File: src/ptts_pkg.sv
// Package for the periodic task tick scheduler: sizing constants, command
// codes and the job record passed from the front end to the back end.
// No dependencies.
`timescale 1ns / 1ps

package ptts_pkg;

  localparam int NUM_TASKS   = 8;
  localparam int MAX_RESULTS = 8;
  localparam int IDX_W       = (NUM_TASKS > 1) ? $clog2(NUM_TASKS) : 1;
  localparam int CNT_W       = $clog2(MAX_RESULTS + 1);
  localparam int OUT_IDX_W   = 3;
  localparam int CD_W        = 16;

  localparam logic CMD_CREATE = 1'b0;
  localparam logic CMD_TICK   = 1'b1;

  typedef struct packed {
    logic             is_tick;
    logic [IDX_W-1:0] idx;
    logic [CD_W-1:0]  period;
    logic [CD_W-1:0]  delay;
  } job_t;

endpackage

File: src/ptts_front.sv
// Front end: takes commands, drops creates that would be ignored and
// forwards ticks and valid creates as jobs. Depends on ptts_pkg.
`timescale 1ns / 1ps

module ptts_front
  import ptts_pkg::*;
(
  input  logic        start,
  input  logic        q_full,
  input  logic        in_cmd,
  input  logic [7:0]  in_slot,
  input  logic [15:0] in_period,
  input  logic [15:0] in_first_delay,
  input  logic        in_handler_given,
  output logic        busy,
  output logic        push,
  output job_t        push_job
);

  logic accept;
  logic create_ok;

  assign busy      = q_full;
  assign accept    = start && !q_full;
  // slot range check against the table size
  assign create_ok = (in_slot < 8'(NUM_TASKS)) && in_handler_given;
  assign push      = accept && ((in_cmd == CMD_TICK) || create_ok);

  always_comb begin
    push_job.is_tick = (in_cmd == CMD_TICK);
    push_job.idx     = IDX_W'(in_slot);
    push_job.period  = in_period;
    push_job.delay   = in_first_delay;
  end

endmodule

File: src/ptts_queue.sv
// Two-entry job queue between front and back end.
// Depends on ptts_pkg.
`timescale 1ns / 1ps

module ptts_queue
  import ptts_pkg::*;
(
  input  logic clk,
  input  logic rst_n,
  input  logic push,
  input  job_t push_job,
  input  logic pop,
  output logic full,
  output logic q_valid,
  output job_t q_job
);

  job_t       mem_r [2];
  logic       wr_ptr_r, wr_ptr_nxt;
  logic       rd_ptr_r, rd_ptr_nxt;
  logic [1:0] cnt_r, cnt_nxt;

  assign full    = (cnt_r == 2'd2);
  assign q_valid = (cnt_r != 2'd0);
  assign q_job   = mem_r[rd_ptr_r];

  always_comb begin
    wr_ptr_nxt = push ? ~wr_ptr_r : wr_ptr_r;
    rd_ptr_nxt = pop  ? ~rd_ptr_r : rd_ptr_r;
    cnt_nxt    = cnt_r + 2'(push) - 2'(pop);
  end

  always_ff @(posedge clk) begin
    if (!rst_n) begin
      wr_ptr_r <= 1'b0;
      rd_ptr_r <= 1'b0;
      cnt_r    <= 2'd0;
    end else begin
      wr_ptr_r <= wr_ptr_nxt;
      rd_ptr_r <= rd_ptr_nxt;
      cnt_r    <= cnt_nxt;
    end
  end

  always_ff @(posedge clk) begin
    if (push) begin
      mem_r[wr_ptr_r] <= push_job;
    end
  end

endmodule

File: src/ptts_back.sv
// Back end: slot table and the per-tick scan, one slot per cycle, with a
// one-deep hold of the latest firing so the last result can be flagged.
// Depends on ptts_pkg.
`timescale 1ns / 1ps

module ptts_back
  import ptts_pkg::*;
(
  input  logic       clk,
  input  logic       rst_n,
  input  logic       q_valid,
  input  job_t       q_job,
  output logic       pop,
  output logic       out_valid,
  output logic [2:0] out_task_index,
  output logic       out_fired,
  output logic       out_last
);

  localparam logic [1:0] ST_IDLE  = 2'd0;
  localparam logic [1:0] ST_SCAN  = 2'd1;
  localparam logic [1:0] ST_FLUSH = 2'd2;
  localparam int         XIDX_W   = (IDX_W > OUT_IDX_W) ? IDX_W : OUT_IDX_W;

  logic [1:0]       state_r, state_nxt;
  logic [IDX_W-1:0] idx_r, idx_nxt;
  logic [IDX_W-1:0] pend_idx_r, pend_idx_nxt;
  logic             pend_v_r, pend_v_nxt;
  logic [CNT_W-1:0] cnt_r, cnt_nxt;

  logic             pres_r [NUM_TASKS];
  logic [CD_W-1:0]  cd_r   [NUM_TASKS];
  logic [CD_W-1:0]  per_r  [NUM_TASKS];

  logic             we;
  logic [IDX_W-1:0] waddr;
  logic             wpres;
  logic [CD_W-1:0]  wcd;
  logic [CD_W-1:0]  wper;

  logic             rd_pres;
  logic [CD_W-1:0]  rd_cd;
  logic [CD_W-1:0]  rd_per;
  logic             at_zero;
  logic             fire;

  logic             emit;
  logic [IDX_W-1:0] emit_idx;
  logic             emit_fired;
  logic             emit_last;
  logic [XIDX_W-1:0] emit_idx_x;

  logic             out_valid_r;
  logic [2:0]       out_idx_r;
  logic             out_fired_r;
  logic             out_last_r;

  assign rd_pres = pres_r[idx_r];
  assign rd_cd   = cd_r[idx_r];
  assign rd_per  = per_r[idx_r];
  assign at_zero = (rd_cd == '0);
  assign fire    = at_zero && rd_pres && (cnt_r < CNT_W'(MAX_RESULTS));

  always_comb begin
    state_nxt    = state_r;
    idx_nxt      = idx_r;
    pend_idx_nxt = pend_idx_r;
    pend_v_nxt   = pend_v_r;
    cnt_nxt      = cnt_r;
    pop          = 1'b0;
    we           = 1'b0;
    waddr        = idx_r;
    wpres        = rd_pres;
    wcd          = rd_cd;
    wper         = rd_per;
    emit         = 1'b0;
    emit_idx     = pend_idx_r;
    emit_fired   = 1'b1;
    emit_last    = 1'b0;
    case (state_r)
      ST_IDLE: begin
        if (q_valid) begin
          pop = 1'b1;
          if (q_job.is_tick) begin
            state_nxt  = ST_SCAN;
            idx_nxt    = '0;
            pend_v_nxt = 1'b0;
            cnt_nxt    = '0;
          end else begin
            we    = 1'b1;
            waddr = q_job.idx;
            wpres = 1'b1;
            wcd   = q_job.delay;
            wper  = q_job.period;
          end
        end
      end
      ST_SCAN: begin
        we  = 1'b1;
        // reload at zero (wraps when period is zero), else count down
        wcd = at_zero ? (rd_per - 1'b1) : (rd_cd - 1'b1);
        if (fire) begin
          emit         = pend_v_r;
          pend_idx_nxt = idx_r;
          pend_v_nxt   = 1'b1;
          cnt_nxt      = cnt_r + 1'b1;
        end
        if (idx_r == IDX_W'(NUM_TASKS - 1)) begin
          state_nxt = ST_FLUSH;
        end else begin
          idx_nxt = idx_r + 1'b1;
        end
      end
      ST_FLUSH: begin
        // held firing goes out as last; a quiet tick reports index 0
        emit       = 1'b1;
        emit_idx   = pend_v_r ? pend_idx_r : '0;
        emit_fired = pend_v_r;
        emit_last  = 1'b1;
        state_nxt  = ST_IDLE;
      end
      default: begin
        state_nxt = ST_IDLE;
      end
    endcase
  end

  assign emit_idx_x = XIDX_W'(emit_idx);

  always_ff @(posedge clk) begin
    if (!rst_n) begin
      state_r     <= ST_IDLE;
      idx_r       <= '0;
      pend_v_r    <= 1'b0;
      cnt_r       <= '0;
      out_valid_r <= 1'b0;
    end else begin
      state_r     <= state_nxt;
      idx_r       <= idx_nxt;
      pend_v_r    <= pend_v_nxt;
      cnt_r       <= cnt_nxt;
      out_valid_r <= emit;
    end
  end

  always_ff @(posedge clk) begin
    pend_idx_r <= pend_idx_nxt;
    out_idx_r  <= emit_idx_x[2:0];
    out_fired_r <= emit_fired;
    out_last_r <= emit_last;
  end

  always_ff @(posedge clk) begin
    if (!rst_n) begin
      for (int i = 0; i < NUM_TASKS; i++) begin
        pres_r[i] <= 1'b0;
        cd_r[i]   <= '0;
        per_r[i]  <= '0;
      end
    end else if (we) begin
      pres_r[waddr] <= wpres;
      cd_r[waddr]   <= wcd;
      per_r[waddr]  <= wper;
    end
  end

  assign out_valid      = out_valid_r;
  assign out_task_index = out_idx_r;
  assign out_fired      = out_fired_r;
  assign out_last       = out_last_r;

endmodule

File: src/periodic_task_tick_scheduler.sv
// Top level of the periodic task tick scheduler: front end, job queue and
// back end. Depends on ptts_pkg, ptts_front, ptts_queue and ptts_back.
`timescale 1ns / 1ps

// Usage: a command transfers on a rising edge with start high and busy low.
// A create (in_cmd 0) writes one task slot and produces no result; it is
// dropped when the slot is out of range or no handler is given. A tick
// (in_cmd 1) walks the slot table one slot per cycle and then flushes
// the held firing from a final state; a create is a single write to the
// slot table. Results come out as one-cycle strobes on out_valid,
// lowest slot first, with out_last on the final one; a tick with no firing
// gives a single result with out_fired low. The receiver cannot stall, so
// results are never held back. A two-entry queue sits between the command
// front end and the scan engine: busy rises only when both entries wait.
module periodic_task_tick_scheduler
  import ptts_pkg::*;
(
  input  logic        clk,
  input  logic        rst_n,
  input  logic        start,
  output logic        busy,
  input  logic        in_cmd,
  input  logic [7:0]  in_slot,
  input  logic [15:0] in_period,
  input  logic [15:0] in_first_delay,
  input  logic        in_handler_given,
  output logic        out_valid,
  output logic [2:0]  out_task_index,
  output logic        out_fired,
  output logic        out_last
);

  logic push;
  job_t push_job;
  logic q_full;
  logic q_valid;
  job_t q_job;
  logic pop;

  // command decode and filtering of ignored creates
  ptts_front u_front (
    .start            (start),
    .q_full           (q_full),
    .in_cmd           (in_cmd),
    .in_slot          (in_slot),
    .in_period        (in_period),
    .in_first_delay   (in_first_delay),
    .in_handler_given (in_handler_given),
    .busy             (busy),
    .push             (push),
    .push_job         (push_job)
  );

  // decouples command transfers from the tick scan
  ptts_queue u_queue (
    .clk      (clk),
    .rst_n    (rst_n),
    .push     (push),
    .push_job (push_job),
    .pop      (pop),
    .full     (q_full),
    .q_valid  (q_valid),
    .q_job    (q_job)
  );

  // slot table, scan and result generation
  ptts_back u_back (
    .clk            (clk),
    .rst_n          (rst_n),
    .q_valid        (q_valid),
    .q_job          (q_job),
    .pop            (pop),
    .out_valid      (out_valid),
    .out_task_index (out_task_index),
    .out_fired      (out_fired),
    .out_last       (out_last)
  );

  // a quiet result is always the only, hence last, result of its tick
  a_quiet_is_last: assert property (@(posedge clk) disable iff (!rst_n)
    (out_valid && !out_fired) |-> out_last)
    else $error("quiet result without last");

  // a quiet result reports slot zero
  a_quiet_index: assert property (@(posedge clk) disable iff (!rst_n)
    (out_valid && !out_fired) |-> (out_task_index == 3'd0))
    else $error("quiet result with nonzero index");

  // the next tick cannot report in the cycle right after a last result
  a_gap_after_last: assert property (@(posedge clk) disable iff (!rst_n)
    (out_valid && out_last) |=> !out_valid)
    else $error("result directly after last");

  // queue only pops what it holds
  a_pop_nonempty: assert property (@(posedge clk) disable iff (!rst_n)
    pop |-> q_valid)
    else $error("pop from empty queue");

endmodule

File: config.mk
export PLATFORM = sky130hd
export DESIGN_NAME = periodic_task_tick_scheduler
export DESIGN_NICKNAME = d
export VERILOG_FILES = /design/src/ptts_pkg.sv /design/src/ptts_front.sv /design/src/ptts_queue.sv /design/src/ptts_back.sv /design/src/periodic_task_tick_scheduler.sv
export SDC_FILE = /design/constraint.sdc
export NUM_CORES = 1
export LEC_CHECK = 0
export BUFFER_PORTS_ARGS = -buffer_cell sky130_fd_sc_hd__clkbuf_2
export CAP_MARGIN = 20
export CORE_UTILIZATION = 51
export CTS_BUF_LIST = sky130_fd_sc_hd__clkbuf_8
export DETAILED_ROUTE_END_ITERATION = 10
export PLACE_DENSITY_LB_ADDON = 0.2
export SLEW_MARGIN = 20
export SYNTH_ARGS = -nofsm -noshare
export SYNTH_HDL_FRONTEND = slang
export SYNTH_SLANG_ARGS = --single-unit
export TNS_END_PERCENT = 30
File: constraint.sdc
create_clock -name clk -period 9.69 [get_ports clk]
set_clock_uncertainty 0.2 [all_clocks]
set_input_delay 1.938 -clock clk [delete_from_list [all_inputs] [get_ports clk]]
set_output_delay 1.938 -clock clk [all_outputs]
set_load 0.005 [all_outputs]
### Word level (Yosys, flattened, before mapping)

Memories as Yosys holds them, arrays and structs flattened. A register that Yosys moved wholly into a read port is not among the register bits.
Cells that the tools add are included.

* bits in registers: 23
* memory bits (writable): 336
* input port bits: 45
* output and inout bits: 7
* word-level logic and storage cells: 115
* memories: 4

* add/subtract/negate cells: 6
* $lt $le $gt $ge: 2
* equality and inequality tests: 9
* mux-type cells: 62
* bitwise gates (word level): 2
* reductions and logical operators: 18

Memories
* u_back.cd_r: depth 8, width 16, rd ports 1, clocked after Yosys merged registers in 1, write ports 8, RTL line ptts_back.sv:32 `logic [CD_W-1:0] cd_r [NUM_TASKS];`
* u_back.per_r: depth 8, width 16, rd ports 1, clocked after Yosys merged registers in 1, write ports 8, RTL line ptts_back.sv:33 `logic [CD_W-1:0] per_r [NUM_TASKS];`
* u_queue.mem_r: depth 2, width 36, rd ports 1, clocked after Yosys merged registers in 1, write ports 1, RTL line ptts_queue.sv:18 `job_t mem_r [2];`
* u_back.pres_r: depth 8, width 1, rd ports 1, clocked after Yosys merged registers in 1, write ports 8, RTL line ptts_back.sv:31 `logic pres_r [NUM_TASKS];`

Operators by type and width (number)
* two-way mux 16 bit: 8
* two-way mux 3 bit: 17
* one-hot mux 16 bit (2 select lines): 1
* OR reduction 16 bit: 2
* subtractor 16 x 1 -> 16 bit, second input constant: 2
* two-way mux 1 bit: 24
* logical NOT 16 bit: 1
* two-way mux 4 bit: 3
* less-than comparator 8 x 4 -> 1 bit, second input constant: 1
* one-hot mux 4 bit (2 select lines): 1
* AND reduction 4 bit: 2
* two-way mux 2 bit: 3
* != test 2 bit, second input constant: 3
* one-hot mux 1 bit (2 select lines): 3
* one-hot mux 3 bit (2 select lines): 1
* logical AND 1 bit: 5
* adder 4 x 1 -> 4 bit, second input constant: 1
* equality test 2 bit, second input constant: 2
* less-than comparator 4 bit, second input constant: 1
* != test 2 x 1 -> 1 bit, second input constant: 2
* one-hot mux 2 bit (2 select lines): 1
* nonzero test 2 bit: 2
* adder 3 x 1 -> 3 bit, second input constant: 1
* equality test 3 bit, second input constant: 1
* 10 further kinds: 11

### Depth between registers and ports, before layout

Gate-level depths: netlist of run 1.

* depth in word-level cells: 8
* mapped depth: 18
* mapped depth without buffers: 12

### By module

From an unflattened synthesis of run 1, not the netlist that was laid out.

* cell total of the unflattened synthesis: 1267
* area, all modules: 17309.1 um^2

By module, submodules not included
* ptts_back: instances 1, cells an instance 1093, area each 14014.7 um^2
* ptts_queue: instances 1, cells an instance 133, area each 2979.1 um^2
* ptts_front: instances 1, cells an instance 41, area each 315.3 um^2

### Worst setup path after synthesis of run 1

No wires, ideal clock.

* path type: input -> register
* from: in in_slot[6]
* to: mem u_queue.mem_r[0][0] in the netlist's numbering, enable pin
* setup time: 0.474 ns
* arrival time: 4.845 ns
* required time: 9.016 ns
* setup slack: 4.171 ns
* stages: 3
* path through: nor4_1 a31oi_1 nor3_1

* cells in the longest elaborated chain, start to end: 6

RTL lines
* from (decl): RTL line periodic_task_tick_scheduler.sv:23 `input logic [7:0] in_slot,`
* less-than comparator 8 x 4 -> 1 bit: RTL line ptts_front.sv:26 `assign create_ok = (in_slot < 8'(NUM_TASKS)) && in_handler_given;`
* logical AND 1 bit: RTL line ptts_front.sv:26
* logical OR 1 bit: RTL line ptts_front.sv:27 `assign push = accept && ((in_cmd == CMD_TICK) || create_ok);`
* logical AND 1 bit: RTL line ptts_front.sv:27
* two-way mux 1 bit: RTL line ptts_queue.sv:46 `if (push) begin`
* two-way mux 1 bit (not written as such): RTL line ptts_queue.sv:47 `mem_r[wr_ptr_r] <= push_job;`
* to (decl): RTL line ptts_queue.sv:18

No other way between the ends.

==> results by group, run 1 <==
Logic synthesis
  – Mapped Area: 0.0170 mm^2
  – Syn. warnings: 0
  – EDFF count, synth: 331
  – Synth top cells by count: edfxtp_1 (331), nor2_1 (240), nand2_1 (78)
  – Synth top area share: 58.6%
  – #FFs+latches synth: 363
  – Syn_area_per_cell: 13.4 um^2
  – Sequential fraction of the synthesis area: 62.4%
  – Top cells by area, synth: edfxtp_1 (59%), mux4_2 (8.8%), nor2_1 (5.3%)
  – Asr flop ratio synth: 0%
  – Most frequent cell after synthesis: edfxtp_1
  – Syn Inst Count: 1269
  – Library cells used by synthesis: 73
  – Post-Syn Nets: 1323
  – Cell accounting for the most synthesized area: edfxtp_1
  – Most common flop cell mapped by yosys: edfxtp_1

Final layout
  – Fillers: 2633
  – Share of layout cells above drive strength 1: 20.5%
  – Area Growth Syn to Fin: 10.5%
  – Diode count: 0
  – Final-stage net count: 1382
  – Post-route insts no fill: 1814

Global routing
  – Initial antenna violation count: 0
  – Largest net degree at the start of global routing: 58
  – Total gr overflow: 0
  – First-pass GRT wire length: 69000 um
  – Number of global-route vias before repair: 11300
  – GR Util All Layers: 28.1%

Setup path
  – Reg-to-reg slack, setup: 4.04 ns
  – Crit path max-delay family: simple AND/OR/NAND/NOR gates
  – Most frequent CP cell: a21oi_1
  – CP Launch Type: flop
  – Setup crit end kind: flop
  – CP arrival: 5.77 ns
  – Slowest cell on crit path: or4_4
  – CP bufs+invs: 1
  – WS Path Type: reg2reg
  – Largest fanout on the critical path: 30
  – Worst path max stage delay: 0.81 ns
  – Critical Path RT: 9.81 ns
  – Cell Chain, Critical Path: buf_4 -> mux4_2 -> mux2i_2 -> nand4_2 -> or4_4 -> nor2_4 -> a21oi_1 -> ha_1 -> and3_1 -> o31a_1 -> o2111a_1 -> o21ai_1 -> a21oi_1

Placed design
  – Placed insts: 1710
  – Final GP Congestion: 0.903
  – DP HPWL: 27700 um
  – PortBufs: 51

Clock tree
  – CTS buffer count: 57
  – Postcts setup bufs: 0
  – Maximum root-to-sink buffer count: 3
  – Reg clk slew, reported paths: 0.06 ns
  – Clk_lat worst skew: 0.63 ns
  – Hold-fix buffer count after cts: 0
  – Root Driver: clkbuf_8
  – Post-cts resize count: 0
  – H-tree depth: 2
  – CTS tree: yes
  – Sink Count: 363

Timing
  – RSZ-0062 raised after global routing: no
  – Final Cycle Share: 58.3%
  – Worst-margin pin slew: 1.10 ns
  – Maximum clock frequency: 177 MHz
  – Slew HR: 26.1%
  – Pins Over Slew Limit: 0
  – # setup viols final: 0
  – Final setup TNS: 0 ns
  – Min Tclk post-route: 5.65 ns
  – Final Hold Vio Count: 0

Power
  – Leak pwr: 0.00638 uW
  – PwrDens: 241 mW/mm^2
  – Max VDD drop: 0.174 mV

Floorplan
  – Initial Utilization: 52.0%
  – Chip Width: 184 um
  – I/O pin total: 52
  – Row count: 66
  – Die Y-Extent: 184 um
  – Core area: 0.0326 mm^2
  – Die Area: 0.0340 mm^2

Detailed routing
  – Total Routed Length: 46300 um
  – DRT Pass-1 Iters: 6
  – DRC viols: 0
  – Routed Antenna Nets: 0
  – Via count: 11400
  – Vias per cell: 6.30
  – Initial drt markers: 1340
  – Detailed-route wire length per cell: 25.5 um

Hold path
  – Worst min-delay path category: reg2reg
  – Worst Min Path Start: u_back.pend_idx_r[0]

Run status
  – Status: completed

Run
  – Max Cap Violations: 0
final timing paths:
path / endpoint / depth (start not counted)
hold reg to reg: u_back.out_task_index[0] / 1
hold / removal: u_back.out_task_index[0] / 1
setup reg to reg: u_back.cd_r[3][10] / 13
setup / recovery: u_back.cd_r[3][10] / 13
registers in the layout (all words and copies together), names as in the netlist, named ones only:
signal	flops
u_queue.rd_ptr_r	1
u_queue.wr_ptr_r	1
u_back.out_fired	1
u_back.pend_v_r	1
u_back.state_r	2
u_back.out_valid	1
u_back.pres_r	8
u_back.out_task_index	3
u_back.out_last	1
u_back.cd_r	128
u_back.idx_r	3
u_back.per_r	128
u_back.pend_idx_r	3
u_back.cnt_r	4
u_queue.mem_r	72
u_queue.cnt_r	2
stage by stage:
step / worst slack (ns) / utilization [%] / cell area, um^2 / power [uW] / hold slack [ns]
5_1_grt: 3.70 / 57.4 / 18700 / 4700 / 0.266
2_1_floorplan: 4.17 / - / 17000 / 2870 / 0.220
3_5_place_dp: 4.06 / 54.1 / 17600 / 3310 / 0.246
4_1_cts: 4.04 / 57.3 / 18700 / 4500 / 0.259
3_3_place_gp: 4.18 / 54.1 / 17600 / 3290 / 0.247
6_report: 4.04 / 57.4 / 18700 / 4510 / 0.257
power breakdown:
part	leakage [uW]	internal [uW]	switching, uW
clock network	0.000613	612	592
logic	0.00217	404	975
registers	0.00360	1870	58.6
total	0.00638	2890	1630
layout make-up:
type / count / area (um^2) / area share, %
Sequential cell: 363 / 10600 / 56.6
Multi-Input combinational cell: 809 / 5990 / 32.0
Clock buffer: 62 / 853 / 4.56
Tap cell: 442 / 553 / 2.95
Timing Repair Buffer: 78 / 470 / 2.51
Clock inverter: 41 / 203 / 1.08
Inverter: 19 / 71.3 / 0.381
layer usage:
metal  GRT usage [%]  up-vias  part of all wire (%)
met1            39.4     5674                    40
met4            11.1        0                   3.4
met3            6.07      120                    10
li1                -     4992                     -
met5               0        -                     0
met2            42.7      644                    46
placed cells by master (no fill, tap or decap), types with 7 or more instances in the layout:
cell type  Yosys  final
edfxtp_1     331    331
nor2_1       240    240
nand2_1       78     70
mux4_2        66     66
clkbuf_8       0     62
mux2i_1       59     58
clkbuf_2       0     51
inv_1         19     39
o21ai_1       30     30
nand3_1       28     28
a22oi_1       28     28
dfxtp_1       32     28
o22ai_1       27     27
buf_4          1     26
a21oi_1       25     24
nor3_1        24     22
mux2_2        21     21
o21ai_0       17     17
clkinv_1       0     13
a211oi_1      11     11
nor4_1        10     10
and3_1        10     10
ha_1           9      9
nand2_2        0      8
xnor2_1        8      8
o31ai_1        8      8
or4_1          8      8
nor2b_1        7      7
and2_1         7      7
worst reg2reg max path, delay by kind of cell (launching register included):
kind | cells | cell delay, ns
buf+inv | 1 | 0.65
mux | 2 | 0.97
compound gates | 5 | 1.05
simple gates | 4 | 1.51
fa+ha+maj | 1 | 0.26
flops | 1 | 0.72
cell families after synthesis:
logic type / synth area share (%)
and+or+nand+nor: 11.4
xor gates and xnor gates: 0.620
buffers and inverters: 2.55
adders and majority gates: 0.664
AOI/OAI and AO/OA: 8.26
muxes: 14.2
DFF: 62.4
(Power assumes the default switching activity.)
==> inputs of run 2 (changes only) <==
clock period = 5.7 ns   (was 9.69 ns; I/O delays follow)
==> results by group, run 2 (same netlist as run 1, synthesis figures left out) <==
Run status
  – Status: completed (unchanged)

Power
  – Max VDD drop: 0.227 mV (was 0.174 mV)
  – Switching share of power: 36.2% (was 36.0%)
  – Clock share of power: 26.1% (was 26.7%)
  – Leak pwr: 0.00651 uW (was 0.00638 uW)
  – P_sw: 2780 uW (was 1630 uW)
  – Gate power share: 31.1% (was 30.6%)
  – Pint: 4910 uW (was 2890 uW)
  – Reg power frac: 42.7% (about the same)
  – PwrDens: 405 mW/mm^2 (was 241 mW/mm^2)

Clock tree
  – Postcts setup bufs: 0 (unchanged)
  – Root Driver: clkbuf_8 (unchanged)
  – CTS buffer count: 56 (was 57)
  – Hold-fix buffer count after cts: 0 (unchanged)
  – H-tree depth: 2 (unchanged)
  – CTS tree: yes (unchanged)
  – Reg clk slew, reported paths: 0.06 ns (about the same)
  – Post-cts resize count: 0 (unchanged)
  – Maximum root-to-sink buffer count: 3 (unchanged)
  – Sink Count: 363 (unchanged)
  – Clk_lat worst skew: 0.63 ns (about the same)

Final layout
  – Largest registers: u_back.cd_r: 128 flops, u_back.per_r: 128 flops, u_queue.mem_r: 72 flops (unchanged)
  – Diode count: 0 (unchanged)
  – Post-route insts no fill: 1843 (was 1814)
  – Area Growth Syn to Fin: 11.9% (was 10.5%)
  – Design Area, Final: 0.0190 mm^2 (was 0.0187 mm^2)
  – Most common cell after layout, fill and taps aside: edfxtp_1 (unchanged)
  – Final-stage net count: 1411 (was 1382)
  – Leading cell types in the layout, fill and taps excluded: edfxtp_1 (331), nor2_1 (240), nand2_1 (70), mux4_2 (66), mux2i_1 (59) (was edfxtp_1 (331), nor2_1 (240), nand2_1 (70), mux4_2 (66), clkbuf_8 (62))
  – Share of layout cells above drive strength 1: 21.9% (was 20.5%)

Timing
  – Maximum clock frequency: 201 MHz (was 177 MHz)
  – Min Tclk post-route: 4.98 ns (was 5.65 ns)
  – Final Cycle Share: 87.3% (was 58.3%)
  – Final setup TNS: 0 ns (unchanged)
  – Worst-margin pin slew: 1.08 ns (was 1.10 ns)
  – # setup viols final: 0 (unchanged)
  – RSZ-0062 raised after global routing: no (unchanged)
  – Slew HR: 27.4% (was 26.1%)
  – Pins Over Slew Limit: 0 (unchanged)
  – Final Hold Vio Count: 0 (unchanged)

Setup path
  – Critical Path RT: 5.85 ns (was 9.81 ns)
  – WS Path Type: reg2reg (unchanged)
  – Largest fanout on the critical path: 33 (was 30)
  – Setup crit end kind: flop (unchanged)
  – R2r endpoint: u_back.cd_r[0][14] (was u_back.cd_r[3][10])
  – CP arrival: 5.13 ns (was 5.77 ns)
  – Worst setup endpoint: u_back.cd_r[0][14] (was u_back.cd_r[3][10])
  – R2R cell count: 9 (was 13)
  – Reg-to-reg slack, setup: 0.72 ns (was 4.04 ns)
  – CP Launch Type: flop (unchanged)

Hold path
  – Worst min-delay path category: reg2reg (unchanged)

Detailed routing
  – Routed Antenna Nets: 0 (unchanged)
  – Initial drt markers: 1433 (was 1340)
  – Vias per cell: 6.31 (was 6.30)
  – Total Routed Length: 46400 um (was 46300 um)
  – Detailed-route wire length per cell: 25.2 um (was 25.5 um)
  – DRT Pass-1 Iters: 8 (was 6)
  – DRC viols: 0 (unchanged)
  – Via count: 11600 (was 11400)

Floorplan
  – I/O pin total: 52 (unchanged)
  – Core area: 0.0326 mm^2 (unchanged)
  – Row count: 66 (unchanged)
  – Chip Width: 184 um (unchanged)
  – Die Area: 0.0340 mm^2 (unchanged)
  – Die Y-Extent: 184 um (unchanged)
  – Initial Utilization: 52.0% (unchanged)

Placed design
  – DP HPWL: 28700 um (was 27700 um)
  – PortBufs: 51 (unchanged)
  – Final GP Congestion: 0.973 (was 0.903)
  – DP Area: 0.0179 mm^2 (was 0.0176 mm^2)
  – Placed insts: 1741 (was 1710)

Global routing
  – Total gr overflow: 0 (unchanged)
  – GR Util All Layers: 27.8% (was 28.1%)
  – Number of global-route vias before repair: 11200 (was 11300)
  – Initial antenna violation count: 0 (unchanged)
  – First-pass GRT wire length: 68900 um (was 69000 um)
  – Largest net degree at the start of global routing: 42 (was 58)

Run
  – Max Cap Violations: 0 (unchanged)
[run 2: cell types whose count changed in the layout (fill, tap and decap cells not counted), sizes merged]
| cell | delta |
|---|---|
| clkbuf | -5 |
| clkinvlp | +2 |
| inv | +1 |
| buf | +30 |
| clkinv | +1 |
[run 2: area by class of cell]
type                       count  area (um^2)
fill                        2604        13600
sequential                   363        10600
multi-input combinational    809         5970
clock buffer                  57          785
timing repair buffer         108          758
tap                          442          553
clock inverter                45          244
inverter                      19         71.3
[run 2: worst min-delay path by stage]
stage / startpoint / end / slack, ns / cells after the start
finish: u_back.pres_r[6] / u_back.pres_r[6] / 0.28 / 2
CTS: u_back.pres_r[6] / u_back.pres_r[6] / 0.27 / 2
global route: u_back.pres_r[3] / u_back.pres_r[3] / 0.30 / 2
floorplan: u_back.pend_idx_r[0] / u_back.out_task_index[0] / 0.22 / 1
detailed placement: u_back.pend_idx_r[1] / u_back.out_task_index[1] / 0.25 / 1
global placement: u_back.cnt_r[2] / u_back.cnt_r[2] / 0.25 / 1
[run 2: layer usage]
layer,GRT usage [%],up-vias,part of all wire [%],wire (um)
met1,39.4,5761,41,18800
met5,0,-,0,0
met4,9.43,0,2.6,1230
met3,5.32,96,10,4750
li1,-,5057,-,-
met2,43.4,721,46,21600
[run 2: critical path, cell delays in order (launching register included)]
cell and delay, ns:
dfxtp_4 0.73, buf_12 0.35, mux4_2 0.55, mux2i_1 0.42, and3_1 0.39, nand4_1 0.39, o311ai_2 0.78, or3b_1 0.56
or4_1 0.20, nand3_1 0.09
[run 2: metrics by stage]
stage | util [%] | worst slack (ns) | total power [uW] | hold WS (ns)
6_report | 58.2 | 0.721 | 7690 | 0.276
2_1_floorplan | - | 0.979 | 4880 | 0.220
5_1_grt | 58.2 | 0.471 | 7980 | 0.296
4_1_cts | 58.2 | 0.781 | 7650 | 0.273
3_5_place_dp | 55.0 | 0.796 | 5680 | 0.246
3_3_place_gp | 55.0 | 0.908 | 5650 | 0.252
[run 2: power by group through the flow]
stage | sequential [uW] | clock, uW | combinational [uW]
after global placement | 3330 | 0 | 2320
after floorplan | 3280 | 0 | 1600
final | 3280 | 2010 | 2390
after CTS | 3290 | 2030 | 2340
after detailed placement | 3340 | 0 | 2330
after global routing | 3310 | 2130 | 2540
